$ cat config.mk
export PLATFORM = sky130hd
export DESIGN_NAME = avr_instruction_predecoder
export DESIGN_NICKNAME = d
export VERILOG_FILES = /design/src/rtl/avrpd_pkg.sv /design/src/rtl/avr_instruction_predecoder.sv /design/src/rtl/avrpd_decode.sv
export SDC_FILE = /design/constraint.sdc
export NUM_CORES = 1
export LEC_CHECK = 0
export CAP_MARGIN = 20
export CORE_ASPECT_RATIO = 1.4
export CORE_MARGIN = 2
export CORE_UTILIZATION = 30
export CTS_CLUSTER_DIAMETER = 40
export DETAILED_ROUTE_END_ITERATION = 8
export DONT_BUFFER_PORTS = 1
export PLACE_DENSITY_LB_ADDON = 0.15
export SYNTH_ARGS = -nofsm -noshare
export SYNTH_HDL_FRONTEND = slang
export SYNTH_SLANG_ARGS = --single-unit
$ cat constraint.sdc
create_clock -name clk -period 4.8 [get_ports clk]
set_input_delay 0.24 -clock clk [delete_from_list [all_inputs] [get_ports clk]]
set_output_delay 0.24 -clock clk [all_outputs]
set_load 0.01 [all_outputs]
$ cat src/rtl/avrpd_pkg.sv
// Shared constants, operation codes and small lookup functions of the AVR
// instruction predecoder. No dependencies.

package avrpd_pkg;

	localparam int unsigned WordWidth   = 16;
	localparam int unsigned OutWidth    = 32;
	localparam int unsigned AddrWidth   = 7;
	localparam int unsigned OpWidth     = 7;

	localparam logic [AddrWidth-1:0] PixelPortReset = 7'd40;

	localparam logic [OpWidth-1:0] OpNop   = 7'h00;
	localparam logic [OpWidth-1:0] OpPixel = 7'h49;
	localparam logic [OpWidth-1:0] OpUndef = 7'h4A;

	// Operation of the load/store group, zero where the code is reserved.
	function automatic logic [OpWidth-1:0] ldst_op(input logic [3:0] sub, input logic store);
		logic [OpWidth-1:0] op;
		op = '0;
		if (store) begin
			unique case (sub)
				4'h0: op = 7'h1C;
				4'h1, 4'h9, 4'hD: op = 7'h1F;
				4'h2, 4'hA, 4'hE: op = 7'h1E;
				4'hC: op = 7'h1D;
				4'hF: op = 7'h1A;
				default: op = '0;
			endcase
		end else begin
			unique case (sub)
				4'h0: op = 7'h20;
				4'h1, 4'h9, 4'hD: op = 7'h23;
				4'h2, 4'hA, 4'hE: op = 7'h22;
				4'h4: op = 7'h18;
				4'h5: op = 7'h19;
				4'hC: op = 7'h21;
				4'hF: op = 7'h1B;
				default: op = '0;
			endcase
		end
		return op;
	endfunction

	// Pointer register used by the indirect load/store codes.
	function automatic logic [4:0] ldst_ptr(input logic [3:0] sub);
		logic [4:0] p;
		unique case (sub)
			4'h1, 4'h2: p = 5'd30;
			4'h9, 4'hA: p = 5'd28;
			4'hC, 4'hD, 4'hE: p = 5'd26;
			default: p = 5'd0;
		endcase
		return p;
	endfunction

	function automatic logic [7:0] bit_mask(input logic [2:0] b);
		return 8'h01 << b;
	endfunction

endpackage

$ cat src/rtl/avr_instruction_predecoder.sv
// Top level of the AVR instruction predecoder: input stage, result stage and
// the pixel port register. Depends on avrpd_pkg and avrpd_decode.
//
// Usage:
//   The input stream (s_tvalid, s_tready, s_tdata) carries one instruction
//   word and the program word after it per transaction. The output stream
//   (m_tvalid, m_tready, m_tdata) returns one 32-bit predecoded word for
//   every input transaction, in order.
//   The cfg channel writes the data-space address at which an OUT decodes as
//   the pixel operation; cfg_ready is always high. Write it only while no
//   transaction is in flight.
//   An accepted transaction is held in the input register and then in the result
//   register that drives m_tvalid; the decode logic lies between the two.
//   Throughput is one transaction per cycle while the receiver keeps m_tready high.
//   When the receiver stalls, the result register holds its word and the
//   input register fills; s_tready falls only when both are full and
//   m_tready is low.
//   Reset empties both stages and sets the pixel port address to 40.

module avr_instruction_predecoder (
	input  logic        clk,
	input  logic        arst_n,
	input  logic        s_tvalid,
	output logic        s_tready,
	input  logic [31:0] s_tdata,    // first_word [15:0], second_word [31:16]
	output logic        m_tvalid,
	input  logic        m_tready,
	output logic [31:0] m_tdata,    // decoded_word [31:0]
	input  logic        cfg_valid,
	output logic        cfg_ready,
	input  logic [avrpd_pkg::AddrWidth-1:0] cfg_data
);
	import avrpd_pkg::*;

	logic                 valid_s1;
	logic [31:0]          data_s1;
	logic                 valid_s2;
	logic [OutWidth-1:0]  data_s2;
	logic [AddrWidth-1:0] pixel_port_q;
	logic [OutWidth-1:0]  decoded;
	logic                 adv_s1;

	assign cfg_ready = 1'b1;
	assign adv_s1    = valid_s1 && (!valid_s2 || m_tready);
	assign s_tready  = !valid_s1 || adv_s1;

	always_ff @(posedge clk or negedge arst_n) begin
		if (!arst_n) begin
			pixel_port_q <= PixelPortReset;
		end else if (cfg_valid && cfg_ready) begin
			pixel_port_q <= cfg_data;
		end
	end

	always_ff @(posedge clk or negedge arst_n) begin
		if (!arst_n) begin
			valid_s1 <= 1'b0;
		end else if (s_tready) begin
			valid_s1 <= s_tvalid;
		end
	end

	always_ff @(posedge clk) begin
		if (s_tvalid && s_tready) begin
			data_s1 <= s_tdata;
		end
	end

	avrpd_decode u_decode (
		.first_word         (data_s1[15:0]),
		.second_word        (data_s1[31:16]),
		.pixel_port_address (pixel_port_q),
		.decoded_word       (decoded)
	);

	always_ff @(posedge clk or negedge arst_n) begin
		if (!arst_n) begin
			valid_s2 <= 1'b0;
		end else if (!valid_s2 || m_tready) begin
			valid_s2 <= valid_s1;
		end
	end

	always_ff @(posedge clk) begin
		if (adv_s1) begin
			data_s2 <= decoded;
		end
	end

	assign m_tvalid = valid_s2;
	assign m_tdata  = data_s2;

	// Input only backs up when both stages hold a transaction and the sink stalls.
	a_ready_only_when_full: assert property (@(posedge clk) disable iff (!arst_n)
		!s_tready |-> (valid_s1 && valid_s2 && !m_tready))
		else $error("input stalled while a stage was free");

	a_advance_fills_s2: assert property (@(posedge clk) disable iff (!arst_n)
		adv_s1 |=> valid_s2)
		else $error("decoded transaction lost between stages");

	a_drain_empties: assert property (@(posedge clk) disable iff (!arst_n)
		(m_tvalid && m_tready && !valid_s1) |=> !m_tvalid)
		else $error("result repeated after it was taken");

	a_cfg_write: assert property (@(posedge clk) disable iff (!arst_n)
		cfg_valid |=> (pixel_port_q == $past(cfg_data)))
		else $error("pixel port address not updated");

endmodule

$ cat src/rtl/avrpd_decode.sv
// Combinational decode of one AVR instruction word into the predecoded form.
// Depends on avrpd_pkg.

module avrpd_decode (
	input  logic [avrpd_pkg::WordWidth-1:0] first_word,
	input  logic [avrpd_pkg::WordWidth-1:0] second_word,
	input  logic [avrpd_pkg::AddrWidth-1:0] pixel_port_address,
	output logic [avrpd_pkg::OutWidth-1:0]  decoded_word
);
	import avrpd_pkg::*;

	logic [15:0] w;
	logic [6:0]  op;
	logic        two_word;
	logic [7:0]  byte1;
	logic [15:0] upper;
	logic [7:0]  rd5;
	logic [7:0]  rr5;
	logic [7:0]  hi_reg;
	logic [7:0]  imm8;
	logic [6:0]  io_addr;
	logic [6:0]  ldst;
	logic [3:0]  sub;
	logic [3:0]  r5;

	assign w       = first_word;
	assign sub     = w[3:0];
	assign r5      = w[7:4];
	assign rd5     = {3'b000, w[8:4]};
	assign rr5     = {3'b000, w[9], w[3:0]};
	assign hi_reg  = {4'b0001, w[7:4]};
	assign imm8    = {w[11:8], w[3:0]};
	assign io_addr = {1'b0, w[10:9], w[3:0]} + 7'h20;
	assign ldst    = ldst_op(sub, w[9]);

	always_comb begin
		op       = OpUndef;
		two_word = 1'b0;
		byte1    = '0;
		upper    = '0;
		unique case (w[15:10]) inside
			6'h00: begin
				unique case (w[9:8])
					2'd0: op = (w[7:0] == 8'h00) ? OpNop : OpUndef;
					2'd1: begin
						op    = 7'h01;
						byte1 = {3'b000, w[7:4], 1'b0};
						upper = {11'd0, w[3:0], 1'b0};
					end
					2'd2: begin
						op    = 7'h02;
						byte1 = hi_reg;
						upper = {11'd0, 1'b1, w[3:0]};
					end
					default: begin
						op    = 7'h03 + {5'd0, w[7], w[3]};
						byte1 = {3'b000, 2'b10, w[6:4]};
						upper = {11'd0, 2'b10, w[2:0]};
					end
				endcase
			end
			[6'h01:6'h0B]: begin
				op    = 7'h06 + {1'b0, w[15:10]};
				byte1 = rd5;
				upper = {8'd0, rr5};
			end
			[6'h0C:6'h1F]: begin
				op    = 7'h0F + {3'b000, w[15:12]};
				byte1 = hi_reg;
				upper = {8'd0, imm8};
			end
			6'h24: begin
				if (ldst != 7'h00) begin
					op    = ldst;
					byte1 = rd5;
					if (sub == 4'h0) begin
						two_word = 1'b1;
						upper    = second_word;
					end else begin
						upper = {11'd0, ldst_ptr(sub)};
					end
				end
			end
			6'h25: begin
				if (w[9]) begin
					// ADIW and SBIW work on the upper register pairs.
					op    = 7'h3A + {6'd0, w[8]};
					byte1 = {3'b000, 2'b11, w[5:4], 1'b0};
					upper = {10'd0, w[7:6], w[3:0]};
				end else begin
					case (sub) inside
						[4'h0:4'h3]: begin
							op    = 7'h24 + {3'b000, sub};
							byte1 = rd5;
						end
						[4'h5:4'h7]: begin
							op    = 7'h23 + {3'b000, sub};
							byte1 = rd5;
						end
						4'hA: begin
							op    = 7'h2B;
							byte1 = rd5;
						end
						4'h9: op = 7'h30 + {5'd0, w[8], 1'b0};
						[4'hC:4'hF]: begin
							op       = 7'h2C + {6'd0, w[1]};
							two_word = 1'b1;
							upper    = second_word;
						end
						4'h8: begin
							if (!w[8]) begin
								op    = 7'h2E + {6'd0, w[7]};
								byte1 = bit_mask(w[6:4]);
							end else begin
								case (r5) inside
									4'h0: op = 7'h31;
									4'h1: op = 7'h33;
									[4'h8:4'hA]: op = 7'h2C + {3'b000, r5};
									4'hC: op = 7'h18;
									4'hE: op = 7'h17;
									default: op = OpUndef;
								endcase
							end
						end
						default: op = OpUndef;
					endcase
				end
			end
			6'h26: begin
				op    = 7'h3C + {5'd0, w[9:8]};
				byte1 = {3'b000, w[7:3]} + 8'h20;
				upper = {8'd0, bit_mask(w[2:0])};
			end
			6'h27: begin
				op    = 7'h37;
				byte1 = rd5;
				upper = {8'd0, rr5};
			end
			[6'h20:6'h23], [6'h28:6'h2B]: begin
				// Displacement form: pointer Y or Z, then the six-bit offset.
				op    = w[9] ? 7'h1D : 7'h21;
				byte1 = rd5;
				upper = {2'b00, w[13], w[11:10], w[2:0], 3'b000, w[3] ? 5'd28 : 5'd30};
			end
			[6'h2C:6'h2D]: begin
				op    = 7'h38;
				byte1 = rd5;
				upper = {9'd0, io_addr};
			end
			[6'h2E:6'h2F]: begin
				upper = {11'd0, w[8:4]};
				if (io_addr == pixel_port_address) begin
					op = OpPixel;
				end else begin
					op    = 7'h39;
					byte1 = {1'b0, io_addr};
				end
			end
			[6'h30:6'h37]: begin
				op    = 7'h40 + {6'd0, w[12]};
				upper = {{4{w[11]}}, w[11:0]};
			end
			[6'h38:6'h3B]: begin
				op    = 7'h48;
				byte1 = hi_reg;
				upper = {8'd0, imm8};
			end
			[6'h3C:6'h3D]: begin
				op    = 7'h42 + {6'd0, w[10]};
				byte1 = bit_mask(w[2:0]);
				upper = {{9{w[9]}}, w[9:3]};
			end
			6'h3E: begin
				op    = 7'h44 + {6'd0, w[9]};
				byte1 = rd5;
				upper = {13'd0, w[2:0]};
			end
			6'h3F: begin
				op    = 7'h46 + {6'd0, w[9]};
				byte1 = rd5;
				upper = {8'd0, bit_mask(w[2:0])};
			end
			default: op = OpUndef;
		endcase
	end

	assign decoded_word = {upper, byte1, two_word, op};

endmodule

-- After elaboration in Yosys (flattened, before gate mapping)
Memories as Yosys holds them, arrays and structs flattened. A register that Yosys moved wholly into a read port is not among the register bits.
Cells that the tools add are included.
- output and inout port bits: 35
- input bits: 44
- word-level logic and storage cells: 160
- memories kept: 2
- bits in read-only memories: 160
- register bits after elaboration: 73
- shift-type cells: 2
- muxes and demuxes: 55
- equality and inequality tests: 20
- reductions and logical operators: 33
- $lt $le $gt $ge: 26
- $add $sub $neg: 17
- memories (memory ; words ; bits a word ; read ports ; clocked after memory_dff ; write ports ; line ; source):
    (no name shown) ; 16 ; 5 ; 1 ; 1 ; 0 ; avrpd_pkg.sv:22 ; unique case (sub)
    (no name shown) ; 16 ; 5 ; 1 ; 1 ; 0 ; avrpd_pkg.sv:31 ; unique case (sub)
- operators by type and width (operator ; number):
    16-bit case mux with 12 select lines ; 1
    16-bit 2-to-1 mux ; 8
    7-bit 2-to-1 mux ; 18
    7-bit case mux with 15 select lines ; 1
    8-bit 2-to-1 mux ; 8
    8-bit case mux with 8 select lines ; 1
    5-bit case mux with 3 select lines ; 3
    6-bit >= comparator (second input constant) ; 7
    6-bit less-or-equal comparator (second input constant) ; 7
    6-bit == test (second input constant) ; 6
    4-bit == test (second input constant) ; 8
    7-bit by 1-bit adder with 7-bit output (first input constant) ; 4
    6-bit by 1-bit adder with 7-bit output (first input constant) ; 3
    6-bit by 4-bit adder with 7-bit output (first input constant) ; 3
    7-bit case mux with 3 select lines ; 1
    1-bit by 3-bit << shifter with 8-bit output (first input constant) ; 2
    1-bit logical AND ; 15
    6-bit by 2-bit adder with 7-bit output (first input constant) ; 2
    2-bit OR reduction ; 6
    4-bit by 1-bit == test with 1-bit output (second input constant) ; 2
    4-bit >= comparator (second input constant) ; 2
    4-bit less-or-equal comparator (second input constant) ; 2
    4-bit zero test ; 2
    8-bit zero test ; 1
    other kinds (30) ; 40

-- Longest topological paths before layout
Gate-level depths: netlist of the first run.
- depth after elaboration: 15
- gate-level depth with buffers: 10
- depth with buffers taken out: 8

-- Cells and area by module
From an unflattened synthesis of the first run, not the netlist that was laid out.
- cells, all modules: 527
- area, all modules: 5215.0 um2
- by module, submodules not included (module ; area an instance (um2) ; seq. area each (um2) ; times used ; cells an instance):
    avrpd_decode ; 2899.0 ; 0.0 ; 1 ; 438
    avr_instruction_predecoder ; 2316.0 ; 2149.6 ; 1 ; 89

-- Worst setup path before layout of the first run
Ideal clock, no wire load.
- path kind: register to register
- start: register data_s1[0]
- end: register data_s2[22] (netlist: m_tdata[22]), data pin
- clock period less this slack: 2606 ps
- required time: 4539 ps
- path buffers: 3
- slack: 2194 ps
- cell stages (with the launch flop): 11
- arrival: 2346 ps
- setup time: 261 ps
- cell sequence: edfxtp_1 clkbuf_1 inv_1 ha_1 buf_4 or3b_4 a31oi_4 and4_1 o21bai_4 buf_6 a221o_1
- longest elaborated chain between the ends: 9
- elaborated cells between the ends (all ways): 23
- those cells by class: add/sub: 1; order compare: 6; eq/ne: 2; shift: 1; mux: 9; reduce/logical: 4
- ends and longest elaborated chain (what ; line ; source):
    start: declaration ; avr_instruction_predecoder.sv:36 ; logic [31:0] data_s1;
    start signal: assignment ; avr_instruction_predecoder.sv:65 ; data_s1 <= s_tdata;
    4-bit >= comparator (no line) or 4-bit less-or-equal comparator (tied branches) ; -- ;
    1-bit logical AND (no line) ; -- ;
    16-bit 2-to-1 mux (5 in a row) ; avrpd_decode.sv:91 ; case (sub) inside
    16-bit 2-to-1 mux ; avrpd_decode.sv:85 ; if (w[9]) begin
    16-bit case mux with 12 select lines (*) ; avrpd_decode.sv:41 ; unique case (w[15:10]) inside
    net decoded[22] ; avr_instruction_predecoder.sv:40 ; logic [OutWidth-1:0] decoded;
    end signal: assignment ; avr_instruction_predecoder.sv:86 ; data_s2 <= decoded;
    end: declaration ; avr_instruction_predecoder.sv:38 ; logic [OutWidth-1:0] data_s2;
Mark *: on every way through the listed nets, which the timed path passes. The rest lies on a longest branch.
A chain may end at the register's enable or synchronous reset.

-- Final worst setup path of the first run
- start: register data_s1[1]
- end: register data_s2[2] (netlist: m_tdata[2]), data pin
- longest elaborated chain between the ends: 9
- elaborated cells between the ends (all ways): 23
- those cells by class: add/sub: 3; order compare: 6; eq/ne: 3; mux: 8; reduce/logical: 3
- ends and longest elaborated chain (what ; line):
    parallel branches: the longest is 6 deep, another holds 6-bit by 1-bit adder with 7-bit output ; --
    7-bit 2-to-1 mux (*) ; avrpd_decode.sv:91
    7-bit 2-to-1 mux (*) ; avrpd_decode.sv:85
    7-bit case mux with 15 select lines (*) ; avrpd_decode.sv:41
    net decoded[2] ; avr_instruction_predecoder.sv:40
Mark *: on every way through the listed nets, which the timed path passes.

==> results of run 1 <==
state kept, by name, indices dropped and copies added, names as in the netlist, named ones only:
register and flops:
valid_s1 1, pixel_port_q 7, m_tvalid 1, data_s1 32
m_tdata 32
logic make-up after synthesis:
logic type,count (synthesis)
compound gates,170
fa+ha+maj,27
simple gates,188
xor+xnor,8
flops,79
buf+inv,61
other cells,1
mux,14
worst max path at each step:
stage,to,slack [ns],depth (start not counted)
2_1_floorplan,m_tdata[22],2.19,10
3_3_place_gp,m_tdata[4],1.58,7
3_5_place_dp,m_tdata[16],1.65,7
4_1_cts,m_tdata[16],1.62,7
5_1_grt,m_tdata[2],1.46,7
6_report,m_tdata[2],1.60,7
timing repair:
action                    4_1_cts  5_1_grt
buffers inserted                0        0
hold endpoints to repair       41        0
hold buffers                   33        0
layer usage:
metal  up-vias  track usage, %  share of wire [%]
met4         0            9.53                3.6
met2       207            34.0                 50
met1      2217            23.5                 41
met3        41            2.72                5.0
met5         -               0                  0
li1       2149               -                  -
synthesized netlist by cell type, types with 7 or more instances:
cell | instances | area, um2
sky130_fd_sc_hd__xor2_1 | 7 | 61.3
sky130_fd_sc_hd__and2_1 | 7 | 43.8
sky130_fd_sc_hd__nor2b_1 | 14 | 87.6
sky130_fd_sc_hd__clkbuf_1 | 23 | 86.3
sky130_fd_sc_hd__ha_1 | 27 | 338
sky130_fd_sc_hd__edfxtp_1 | 64 | 1920
sky130_fd_sc_hd__buf_2 | 11 | 55.1
sky130_fd_sc_hd__inv_1 | 22 | 82.6
sky130_fd_sc_hd__nand2b_1 | 16 | 100
sky130_fd_sc_hd__a21oi_1 | 28 | 140
sky130_fd_sc_hd__nor2_1 | 21 | 78.8
sky130_fd_sc_hd__o21ai_0 | 24 | 120
sky130_fd_sc_hd__nand3_1 | 15 | 75.1
sky130_fd_sc_hd__mux2_2 | 9 | 101
sky130_fd_sc_hd__nor3_1 | 13 | 65.1
sky130_fd_sc_hd__nand4_1 | 15 | 93.8
sky130_fd_sc_hd__a221o_1 | 19 | 190
sky130_fd_sc_hd__nand2_1 | 44 | 165
sky130_fd_sc_hd__dfrtp_1 | 7 | 175
sky130_fd_sc_hd__nand3b_1 | 7 | 52.6
sky130_fd_sc_hd__o31ai_1 | 7 | 52.6
sky130_fd_sc_hd__a21o_1 | 12 | 90.1
critical path, stage by stage (launching register included):
cell and delay [ns]:
sky130_fd_sc_hd__edfxtp_1 0.66, sky130_fd_sc_hd__inv_1 0.21, sky130_fd_sc_hd__ha_1 0.58, sky130_fd_sc_hd__nor3b_1 0.17, sky130_fd_sc_hd__nor3_1 0.63, sky130_fd_sc_hd__o31ai_1 0.19
sky130_fd_sc_hd__a311oi_1 0.34, sky130_fd_sc_hd__o31ai_1 0.15
where the power goes:
| group | leakage [nW] | internal [W] | switching (W) | total [W] |
|---|---|---|---|---|
| logic | 1.36 | 0.000131 | 0.000200 | 0.000331 |
| clock network | 0.144 | 0.000367 | 0.000323 | 0.000690 |
| registers | 0.774 | 0.000819 | 0.0000771 | 0.000896 |
| total | 2.28 | 0.00132 | 0.000600 | 0.00192 |
cell type report:
| type | instances | area share (%) |
|---|---|---|
| Clock inverter | 7 | 1.16 |
| Timing Repair Buffer | 39 | 6.01 |
| Sequential cell | 79 | 36.3 |
| Multi-Input combinational cell | 408 | 46.8 |
| Clock buffer | 9 | 3.60 |
| Inverter | 22 | 1.32 |
| Tap cell | 240 | 4.80 |
through the flow:
stage / setup WS (ns) / hold WS, ns / util (%)
after floorplan: 2.19 / -0.0556 / -
after global placement: 1.58 / -0.0554 / 31.4
after detailed placement: 1.65 / -0.0554 / 31.4
after CTS: 1.62 / 0.00195 / 34.9
after global routing: 1.46 / 0.0141 / 34.9
final: 1.60 / 0.00806 / 34.9
==> parameters.txt, run 1 <==
Parameter                              Value

Status
  Run status ... completed

Routing
  DRT Pass-1 Iters ... 5
  Residual DRC ... 0
  Vias ... 4614
  Ratio of routed vias to standard cells ... 5.74
  Violation count after the first detailed-routing iteration ... 516
  WL per Instance ... 23.1 um
  Routed Antenna Nets ... 0
  Routed wire length ... 18.6 mm

Setup path
  End of the worst register-to-register path ... m_tdata[2]
  Top fanout value on the critical path ... 14
  Arr. time, crit path ... 3.29 ns
  Critical Path End Type ... register
  Reg2Reg Setup Slack ... 1.60 ns
  Startpoint of the lowest-slack register-to-register path ... data_s1[1]
  Count of cells along the worst register-to-register path ... 7
  Type of element launching the critical path ... register
  Critical Path Start ... data_s1[1]
  Critical path required time ... 4.89 ns
  WS Path Type ... register to register

Floorplanning
  Width of the chip ... 118 um
  Effective utilization at floorplan ... 30.4%
  Vert. Die Dim ... 164 um
  Top-Level Pins ... 79
  Area of the core region ... 17900 um2
  Total die area ... 19300 um2
  Number of placement rows ... 58

Yosys
  Warning count from the yosys run ... 0
  Portion of the post-synthesis area used by sequential elements ... 41.6%
  Number of nets in the synthesized netlist ... 619
  Number of flip-flops and latches in the synthesized netlist ... 79
  Adder and majority cell fraction of the synthesized area ... 6.20%
  Count of unique library cells instantiated by Yosys ... 84
  Post-synthesis cell count ... 548
  Multiplexer share of the synthesized area ... 2.87%
  Share of flip-flops with an asynchronous set or reset ... 11.4%
  Basic-gate share of the synthesized area counting and, or, nand and nor cells ... 19.3%
  Main combinational cell family by area after synthesis ... compound AO/OA/AOI/OAI gates
  Average instance area after synthesis ... 9.95 um2
  Post-synthesis instance area ... 5450 um2
  Xor/xnor share of the synthesized area ... 1.29%
  Dominant register cell in the synthesized netlist ... sky130_fd_sc_hd__edfxtp_1
  Number of flops mapped to enable cells by yosys ... 64
  Area fraction in compound gates after synthesis ... 23.9%

Timing
  Clock Skews ... 0.00815 ns
  Max Clk Rate ... 0.312 GHz
  Setup repair after global routing missed its margin ... false
  Final setup violation count ... 0
  Fin. max-slew vios ... 0
  Final sum of negative setup slack ... 0 ns
  Post-route minimum period ... 3.20 ns
  Fin crit share ... 66.7%
  Slew of the pin with the lowest slew margin ... 1.05 ns
  Endpoints failing hold ... 0
  Relative slew margins ... 30.0%

CTS
  Total CTS buffers ... 9
  CTS tree ... done
  Htree depth ... 3
  Clk Latency, worst-skew pair ... 0.36 ns
  Number of clock sinks seen by CTS ... 79
  Root Buffer Master ... sky130_fd_sc_hd__clkbuf_16
  Number of gates resized after cts ... 0
  Clock Tree Buf Depth ... 2
  Register clock-pin slew on the reported worst setup and hold paths ... 0.07 ns

Place
  Placed cell count ... 755
  Placement-stage cell area ... 5620 um2
  Final HPWL from detailed placement ... 13.6 mm
  Last weighted congestion value of the routability-driven placer ... 0.963
  Port-buffer cells ... 0

Pwr
  Total power of the final layout ... 0.00192 W
  Peak supply drop ... 0.152 mV
  Total power per unit cell area ... 307 nW/um2
  LEAKAGE ... 2.28 nW

Layout
  Number of filler cells placed in the layout ... 1837
  Relative area change from synthesis to final layout ... 14.6%
  Post-route cell area ... 6250 um2
  ANT cells ... 0
  Final Non-Filler Cells ... 804
  Total Nets Final ... 630
  Layout cells sized above 1 ... 8.51%
  Combined area of the multi-input logic cells ... 2920 um2
  Most frequent standard cell in the layout excluding fill and tap cells ... sky130_fd_sc_hd__edfxtp_1
  Commonest cells after routing, fill and taps aside ... 64 x sky130_fd_sc_hd__edfxtp_1, 44 x sky130_fd_sc_hd__nand2_1, 33 x sky130_fd_sc_hd__dlygate4sd3_1
  Area used by sequential logic in the layout ... 2270 um2

Global routing
  Number of global-route vias before repair ... 4719
  Initial antenna violation count ... 0
  GRT overflow ... 0
  First-pass GRT wire length ... 28.4 mm
  GR Util All Layers ... 19.5%
  Largest net degree at the start of global routing ... 33

Worst hold path
  Number of cells on the worst hold path ... 1
  Start point of the worst hold path ... s_tvalid
  Worst hold-check path type ... input pin to register
  Min-Delay Endpoint ... valid_s1

Job
  # Max-Cap Violations ... 0
(Power assumes the default switching activity.)
==> run 2: changes to the inputs <==
clock period = 3.1 ns   (was 4.8 ns; I/O delays follow)
==> run 2 against run 1 <==
Utilization grew 2.4 points. Final cell count is 6.2% higher. Largest power group unchanged. Wire length is 5.8% higher. Non-clock buffer count grew 50. Clock power increased by 54%. Via count is 6.7% higher. Sequential power rose by 53%. Sequential share of layout area decreased by 2.3 points. Hold slack better by 0.14 ns. Critical path type unchanged. Clock skew up 0.0047 ns. Flip-flop and latch count did not move. Total power rose by 58%.
==> parameters.txt, run 2 (synthesis results as in run 1) <==
Parameter                              Value

Status
  Run status ... completed (unchanged)

Global routing
  Number of global-route vias before repair ... 4910 (was 4719)
  GRT overflow ... 0 (unchanged)
  GR Util All Layers ... 20.5% (was 19.5%)
  First-pass GRT wire length ... 29.9 mm (was 28.4 mm)
  Initial antenna violation count ... 0 (unchanged)
  Largest net degree at the start of global routing ... 33 (unchanged)

Layout
  Commonest cells after routing, fill and taps aside ... 64 x sky130_fd_sc_hd__edfxtp_1, 49 x sky130_fd_sc_hd__dlygate4sd3_1, 44 x sky130_fd_sc_hd__nand2_1 (was 64 x sky130_fd_sc_hd__edfxtp_1, 44 x sky130_fd_sc_hd__nand2_1, 33 x sky130_fd_sc_hd__dlygate4sd3_1)
  Post-route cell area ... 6670 um2 (was 6250 um2)
  Most frequent standard cell in the layout excluding fill and tap cells ... sky130_fd_sc_hd__edfxtp_1 (unchanged)
  Relative area change from synthesis to final layout ... 22.4% (was 14.6%)
  Number of filler cells placed in the layout ... 1815 (was 1837)
  Layout cells sized above 1 ... 13.5% (was 8.51%)
  ANT cells ... 0 (unchanged)
  Total Nets Final ... 680 (was 630)
  Final Non-Filler Cells ... 854 (was 804)

Routing
  Highest metal used ... met4 (unchanged)
  DRT Pass-1 Iters ... 5 (unchanged)
  Routed wire length ... 19.6 mm (was 18.6 mm)
  Residual DRC ... 0 (unchanged)
  Met1 Wirelength ... 8.17 mm (was 7.62 mm)
  Routed Antenna Nets ... 0 (unchanged)
  Met2 WL ... 9.78 mm (was 9.34 mm)
  Ratio of routed vias to standard cells ... 5.77 (was 5.74)
  Routed length on met3 ... 939 um (was 924 um)
  Violation count after the first detailed-routing iteration ... 448 (was 516)
  WL per Instance ... 23.0 um (was 23.1 um)
  Vias ... 4925 (was 4614)

Place
  Final HPWL from detailed placement ... 14.8 mm (was 13.6 mm)
  Placement-stage cell area ... 5880 um2 (was 5620 um2)
  Placed cell count ... 789 (was 755)
  Port-buffer cells ... 0 (unchanged)
  Last weighted congestion value of the routability-driven placer ... 0.905 (was 0.963)

Timing
  Relative slew margins ... 48.1% (was 30.0%)
  Final setup violation count ... 0 (unchanged)
  Slew of the pin with the lowest slew margin ... 0.779 ns (was 1.05 ns)
  Clock Skews ... 0.0128 ns (was 0.00815 ns)
  Fin crit share ... 92.3% (was 66.7%)
  Endpoints failing hold ... 0 (unchanged)
  Worst hold-check slack ... 0.153 ns (was 0.00806 ns)
  Setup repair after global routing missed its margin ... false (unchanged)
  Max Clk Rate ... 0.350 GHz (was 0.312 GHz)
  Post-route minimum period ... 2.86 ns (was 3.20 ns)
  Fin. max-slew vios ... 0 (unchanged)

Setup path
  Worst path cell trace ... inv_1, ha_1, and3b_1, and2_1, and4_1, o21bai_4, a221o_1 (was inv_1, ha_1, nor3b_1, nor3_1, o31ai_1, a311oi_1, o31ai_1)
  Reg2Reg Setup Slack ... 0.24 ns (was 1.60 ns)
  Buffers & Inverters on Critical Path ... 1 (unchanged)
  Category of cells accounting for the largest share of critical-path delay ... simple AND/OR/NAND/NOR gates (unchanged)
  Top fanout value on the critical path ... 12 (was 14)
  Maximum cell stage delay along the critical path ... 0.56 ns (was 0.66 ns)
  WS Path Type ... register to register (unchanged)
  Arr. time, crit path ... 2.96 ns (was 3.29 ns)
  Critical path required time ... 3.20 ns (was 4.89 ns)
  Cell with the largest stage delay on the worst path ... sky130_fd_sc_hd__edfxtp_1 (unchanged)
  Type of element launching the critical path ... register (unchanged)
  Critical Path End Type ... register (unchanged)

Floorplanning
  Effective utilization at floorplan ... 30.4% (unchanged)
  Vert. Die Dim ... 164 um (unchanged)
  Top-Level Pins ... 79 (unchanged)
  Total die area ... 19300 um2 (unchanged)
  Number of placement rows ... 58 (unchanged)
  Area of the core region ... 17900 um2 (unchanged)
  Width of the chip ... 118 um (unchanged)

Pwr
  Total power per unit cell area ... 453 nW/um2 (was 307 nW/um2)
  Peak supply drop ... 0.276 mV (was 0.152 mV)
  Total power of the final layout ... 0.00302 W (was 0.00192 W)
  LEAKAGE ... 2.52 nW (was 2.28 nW)

CTS
  Clk Latency, worst-skew pair ... 0.36 ns (about the same)
  Root Buffer Master ... sky130_fd_sc_hd__clkbuf_16 (unchanged)
  Clock Tree Buf Depth ... 2 (unchanged)
  CTS tree ... done (unchanged)
  Htree depth ... 3 (unchanged)
  Register clock-pin slew on the reported worst setup and hold paths ... 0.07 ns (about the same)
  Number of clock sinks seen by CTS ... 79 (unchanged)
  Number of setup buffers added after CTS ... 0 (unchanged)
  Total CTS buffers ... 9 (unchanged)

Job
  # Max-Cap Violations ... 0 (unchanged)

Worst hold path
  Worst hold-check path type ... input pin to register (unchanged)
-- run 2: changes by cell type in the layout (fill, tap and decap cells not counted) --
cell / delta
sky130_fd_sc_hd__a2111oi_2: +1
sky130_fd_sc_hd__inv_6: -1
sky130_fd_sc_hd__a2111oi_0: -1
sky130_fd_sc_hd__dlygate4sd3_1: +16
sky130_fd_sc_hd__clkinv_4: +2
sky130_fd_sc_hd__clkinvlp_4: -1
sky130_fd_sc_hd__buf_4: +34
-- run 2: per-stage QoR --
stage	TNS [ns]	worst slack, ns	util [%]
floorplan	0	0.494	-
global placement	-0.274	-0.274	32.8
detailed placement	-0.297	-0.297	32.8
CTS	0	0.139	37.2
global route	0	0.0374	37.2
finish	0	0.239	37.2
-- run 2: final timing paths --
kind | from | end | depth (start not counted)
min reg2reg | valid_s1 | m_tvalid | 1
max | data_s1[13] | m_tdata[21] | 7
min in group asynchronous | arst_n | pixel_port_q[1] | 1
min | m_tready | valid_s1 | 2
max in group asynchronous | arst_n | pixel_port_q[3] | 1
max reg2reg | data_s1[13] | m_tdata[21] | 7
-- run 2: timing repair --
item / in CTS / in global routing
setup endpoints to repair: 1 / 0
hold buffers: 49 / 0
hold endpoints to repair: 50 / 0
gates resized for setup: 2 / 0
-- run 2: area by class of cell --
cell class	count	area, um2	share of cell area, %
Clock inverter	7	73.8	1.11
Inverter	22	82.6	1.24
Sequential cell	79	2270	34.0
Tap cell	240	300	4.50
Timing Repair Buffer	89	791	11.9
Multi-Input combinational cell	408	2930	43.9
Clock buffer	9	225	3.38
-- run 2: worst register-to-register path, cell delays in order (launching register included) --
cell,delay (ns)
sky130_fd_sc_hd__edfxtp_1,0.56
sky130_fd_sc_hd__inv_1,0.16
sky130_fd_sc_hd__ha_1,0.30
sky130_fd_sc_hd__and3b_1,0.29
sky130_fd_sc_hd__and2_1,0.34
sky130_fd_sc_hd__and4_1,0.32
sky130_fd_sc_hd__o21bai_4,0.26
sky130_fd_sc_hd__a221o_1,0.38
-- run 2: per-layer routing --
metal  up-vias  GRT usage (%)
li1       2243              -
met1      2432           24.9
met2       211           35.6
met3        39           2.86
met4         0           10.2
met5         -              0
-- run 2: where the power goes --
| part | switching, W | internal (W) | leakage (nW) | total [W] |
|---|---|---|---|---|
| clock | 0.000489 | 0.000569 | 0.147 | 0.00106 |
| combinational | 0.000347 | 0.000252 | 1.60 | 0.000599 |
| sequential | 0.000100 | 0.00127 | 0.774 | 0.00137 |
| total | 0.000936 | 0.00209 | 2.52 | 0.00302 |
==> run 3: changes to the inputs <==
ABC_AREA = 1   (was not set)
PLACE_DENSITY = 0.53   (was not set)
PLACE_DENSITY_LB_ADDON = not set   (was 0.15)
==> run 3 against run 2 <==
Final area shrank 6.5%. First-iteration DRC count is 1.6% lower. Final cell count up 9.0%. Die area fell by 4.4%. Utilization down 0.93 points. Worst setup slack worse by 0.047 ns. Combinational power shrank 1%. Total power is 1.5% higher. Largest power group unchanged.
==> parameters.txt, run 3 <==
Parameter                              Value

Routing
  DRT Pass-1 Iters ... 5 (unchanged)
  Routed wire length ... 20.0 mm (was 19.6 mm)
  Violation count after the first detailed-routing iteration ... 441 (was 448)
  Residual DRC ... 0 (unchanged)
  Routed Antenna Nets ... 0 (unchanged)
  Vias ... 4936 (was 4925)
  WL per Instance ... 21.5 um (was 23.0 um)
  Ratio of routed vias to standard cells ... 5.30 (was 5.77)

Timing
  Post-route minimum period ... 2.91 ns (was 2.86 ns)
  Setup repair after global routing missed its margin ... false (unchanged)
  Slew of the pin with the lowest slew margin ... 0.705 ns (was 0.779 ns)
  Worst hold-check slack ... 0.0288 ns (was 0.153 ns)
  Fin crit share ... 93.8% (was 92.3%)
  Endpoints failing hold ... 0 (unchanged)
  Final setup violation count ... 0 (unchanged)
  Max Clk Rate ... 0.344 GHz (was 0.350 GHz)
  Relative slew margins ... 52.9% (was 48.1%)
  Clock Skews ... 0.0119 ns (was 0.0128 ns)
  Fin. max-slew vios ... 0 (unchanged)
  Final sum of negative setup slack ... 0 ns (unchanged)

Setup path
  WS Path Type ... register to register (unchanged)
  Critical path required time ... 3.18 ns (was 3.20 ns)
  Type of element launching the critical path ... register (unchanged)
  Top fanout value on the critical path ... 7 (was 12)
  Arr. time, crit path ... 2.99 ns (was 2.96 ns)
  Critical Path End Type ... register (unchanged)

CTS
  Root Buffer Master ... sky130_fd_sc_hd__clkbuf_16 (unchanged)
  Register clock-pin slew on the reported worst setup and hold paths ... 0.06 ns (was 0.07 ns)
  Number of clock sinks seen by CTS ... 79 (unchanged)
  Clock Tree Buf Depth ... 2 (unchanged)
  Clk Latency, worst-skew pair ... 0.36 ns (about the same)
  Total CTS buffers ... 9 (unchanged)
  CTS tree ... done (unchanged)
  Htree depth ... 3 (unchanged)

Floorplanning
  Width of the chip ... 115 um (was 118 um)
  Top-Level Pins ... 79 (unchanged)
  Area of the core region ... 17200 um2 (was 17900 um2)
  Effective utilization at floorplan ... 30.3% (was 30.4%)
  Number of placement rows ... 57 (was 58)
  Vert. Die Dim ... 160 um (was 164 um)
  Total die area ... 18400 um2 (was 19300 um2)

Yosys
  Fraction of post-synthesis cell area in the top cell type by area ... 36.9% (was 35.3%)
  Dominant register cell in the synthesized netlist ... sky130_fd_sc_hd__edfxtp_1 (unchanged)
  Portion of the post-synthesis area used by sequential elements ... 43.6% (was 41.6%)
  Cell type with the largest total area after synthesis ... sky130_fd_sc_hd__edfxtp_1 (unchanged)
  Cells taking the most area after synthesis ... sky130_fd_sc_hd__edfxtp_1 37%, sky130_fd_sc_hd__nand2_1 11%, sky130_fd_sc_hd__ha_1 6.5% (was sky130_fd_sc_hd__edfxtp_1 35%, sky130_fd_sc_hd__ha_1 6.2%, sky130_fd_sc_hd__a221o_1 3.5%)
  Post-synthesis instance area ... 5210 um2 (was 5450 um2)
  Count of unique library cells instantiated by Yosys ... 48 (was 84)
  Average instance area after synthesis ... 8.12 um2 (was 9.95 um2)
  Share of flip-flops with an asynchronous set or reset ... 11.4% (unchanged)
  Number of flops mapped to enable cells by yosys ... 64 (unchanged)
  Number of nets in the synthesized netlist ... 712 (was 619)
  Post-synthesis cell count ... 641 (was 548)
  Most frequent cells after synthesis ... 156 x sky130_fd_sc_hd__nand2_1, 71 x sky130_fd_sc_hd__inv_1, 64 x sky130_fd_sc_hd__edfxtp_1, 52 x sky130_fd_sc_hd__nor2_1, 51 x sky130_fd_sc_hd__nand3_1 (was 64 x sky130_fd_sc_hd__edfxtp_1, 44 x sky130_fd_sc_hd__nand2_1, 28 x sky130_fd_sc_hd__a21oi_1, 27 x sky130_fd_sc_hd__ha_1, 24 x sky130_fd_sc_hd__o21ai_0)
  Number of flip-flops and latches in the synthesized netlist ... 79 (unchanged)
  Most used standard cell by instance count after synthesis ... sky130_fd_sc_hd__nand2_1 (was sky130_fd_sc_hd__edfxtp_1)
  Warning count from the yosys run ... 0 (unchanged)

Pwr
  Total power per unit cell area ... 492 nW/um2 (was 453 nW/um2)
  LEAKAGE ... 2.66 nW (was 2.52 nW)
  Peak supply drop ... 0.383 mV (was 0.276 mV)

Layout
  Total Nets Final ... 761 (was 680)
  Commonest cells after routing, fill and taps aside ... 155 x sky130_fd_sc_hd__nand2_1, 71 x sky130_fd_sc_hd__inv_1, 64 x sky130_fd_sc_hd__edfxtp_1 (was 64 x sky130_fd_sc_hd__edfxtp_1, 49 x sky130_fd_sc_hd__dlygate4sd3_1, 44 x sky130_fd_sc_hd__nand2_1)
  Layout cells sized above 1 ... 9.35% (was 13.5%)
  Relative area change from synthesis to final layout ... 19.8% (was 22.4%)
  Combined area of the multi-input logic cells ... 2530 um2 (was 2930 um2)
  Number of filler cells placed in the layout ... 1789 (was 1815)
  ANT cells ... 0 (unchanged)
  Area used by sequential logic in the layout ... 2270 um2 (unchanged)
  Most frequent standard cell in the layout excluding fill and tap cells ... sky130_fd_sc_hd__nand2_1 (was sky130_fd_sc_hd__edfxtp_1)

Job
  # Max-Cap Violations ... 0 (unchanged)

Global routing
  Initial antenna violation count ... 0 (unchanged)
  Number of global-route vias before repair ... 5061 (was 4910)
  First-pass GRT wire length ... 30.2 mm (was 29.9 mm)
  Largest net degree at the start of global routing ... 25 (was 33)
  GR Util All Layers ... 22.3% (was 20.5%)
  GRT overflow ... 0 (unchanged)

Place
  Port-buffer cells ... 0 (unchanged)
  Last weighted congestion value of the routability-driven placer ... 0.987 (was 0.905)
  Final HPWL from detailed placement ... 15.4 mm (was 14.8 mm)

Status
  Run status ... completed (unchanged)

Worst hold path
  Worst hold-check path type ... input pin to register (unchanged)
## run 3: cell types whose count changed in the layout (fill, tap and decap cells not counted), sizes merged, moves of 8 or more
cell | before | now
nor2 | 21 | 57
buf | 40 | 19
nand2b | 16 | 0
nand4 | 15 | 5
nor2b | 14 | 0
and2 | 8 | 0
nand2 | 45 | 160
a21o | 12 | 0
nand3 | 15 | 55
a221o | 19 | 0
inv | 26 | 79
o21ai | 25 | 49
dlygate4sd3 | 49 | 41
## run 3: power by group
part	leakage, nW	switching [W]	internal, W
Combinational	1.74	0.000399	0.000193
Sequential	0.773	0.000104	0.00129
Clock	0.148	0.000456	0.000625
Total	2.66	0.000959	0.00211
## run 3: timing repair
action / in CTS / in global routing
hold buffers: 41 / 0
resized for setup: 0 / 1
endpoints found under the setup margin: 0 / 1
setup buffers: 0 / 0
endpoints found under the hold margin: 48 / 0
## run 3: critical path, stage by stage (launching register included)
cell and delay (ns):
sky130_fd_sc_hd__edfxtp_1 0.38, sky130_fd_sc_hd__inv_1 0.26, sky130_fd_sc_hd__ha_1 0.42, sky130_fd_sc_hd__inv_1 0.20, sky130_fd_sc_hd__nand3_1 0.16, sky130_fd_sc_hd__nand3_2 0.17, sky130_fd_sc_hd__inv_1 0.19, sky130_fd_sc_hd__nor2_1 0.11
sky130_fd_sc_hd__buf_4 0.17, sky130_fd_sc_hd__nand3_1 0.08, sky130_fd_sc_hd__o21ai_0 0.09, sky130_fd_sc_hd__nor3_1 0.26, sky130_fd_sc_hd__nand3_1 0.15
## run 3: path summary, 6_finish.rpt
| kind | from | to | slack, ns | depth (start not counted) |
|---|---|---|---|---|
| max | data_s1[1] | m_tdata[19] | 0.19 | 12 |
| min | m_tready | m_tvalid | 0.03 | 3 |
| max reg2reg | data_s1[1] | m_tdata[19] | 0.19 | 12 |
| min reg2reg | data_s1[30] | m_tdata[30] | 0.52 | 2 |
| max in group asynchronous | arst_n | pixel_port_q[3] | 2.65 | 1 |
| min in group asynchronous | arst_n | pixel_port_q[1] | 0.14 | 1 |
## run 3: logic make-up after synthesis
| logic type | count (synthesis) | share of synthesized area, % |
|---|---|---|
| xor gates and xnor gates | 6 | 1.01 |
| muxes | 5 | 1.08 |
| other | 1 | 0.0720 |
| DFF | 79 | 43.6 |
| and+or+nand+nor | 295 | 24.6 |
| AOI/OAI and AO/OA | 128 | 15.0 |
| buffers and inverters | 100 | 8.07 |
| adders and majority gates | 27 | 6.49 |
## run 3: stage by stage
step	cell area [um2]	power, W	worst slack [ns]	utilization (%)	instances
3_3_place_gp	5530	0.00196	0.137	32.2	874
3_5_place_dp	5530	0.00196	0.275	32.2	874
5_1_grt	6240	0.00320	0.0700	36.3	931
4_1_cts	6240	0.00308	0.261	36.3	931
2_1_floorplan	5210	0.00175	0.605	-	641
6_report	6240	0.00307	0.192	36.3	931
## run 3: per-layer routing
| metal | vias to the layer above | share of wire [%] | track usage (%) |
|---|---|---|---|
| li1 | 2299 | - | - |
| met1 | 2324 | 39 | 26.3 |
| met2 | 244 | 49 | 37.5 |
| met3 | 69 | 5.4 | 3.57 |
| met4 | 0 | 6.0 | 13.1 |
| met5 | - | 0 | 0 |
## run 3: cell type report
type                    count  area share [%]
flip-flops and latches     79            36.4
multi-input cells         462            40.6
clock buffers               9            3.61
inverters                  78            4.73
repair buffers             60            8.86
clock inverters             7            1.12
well taps                 236            4.73
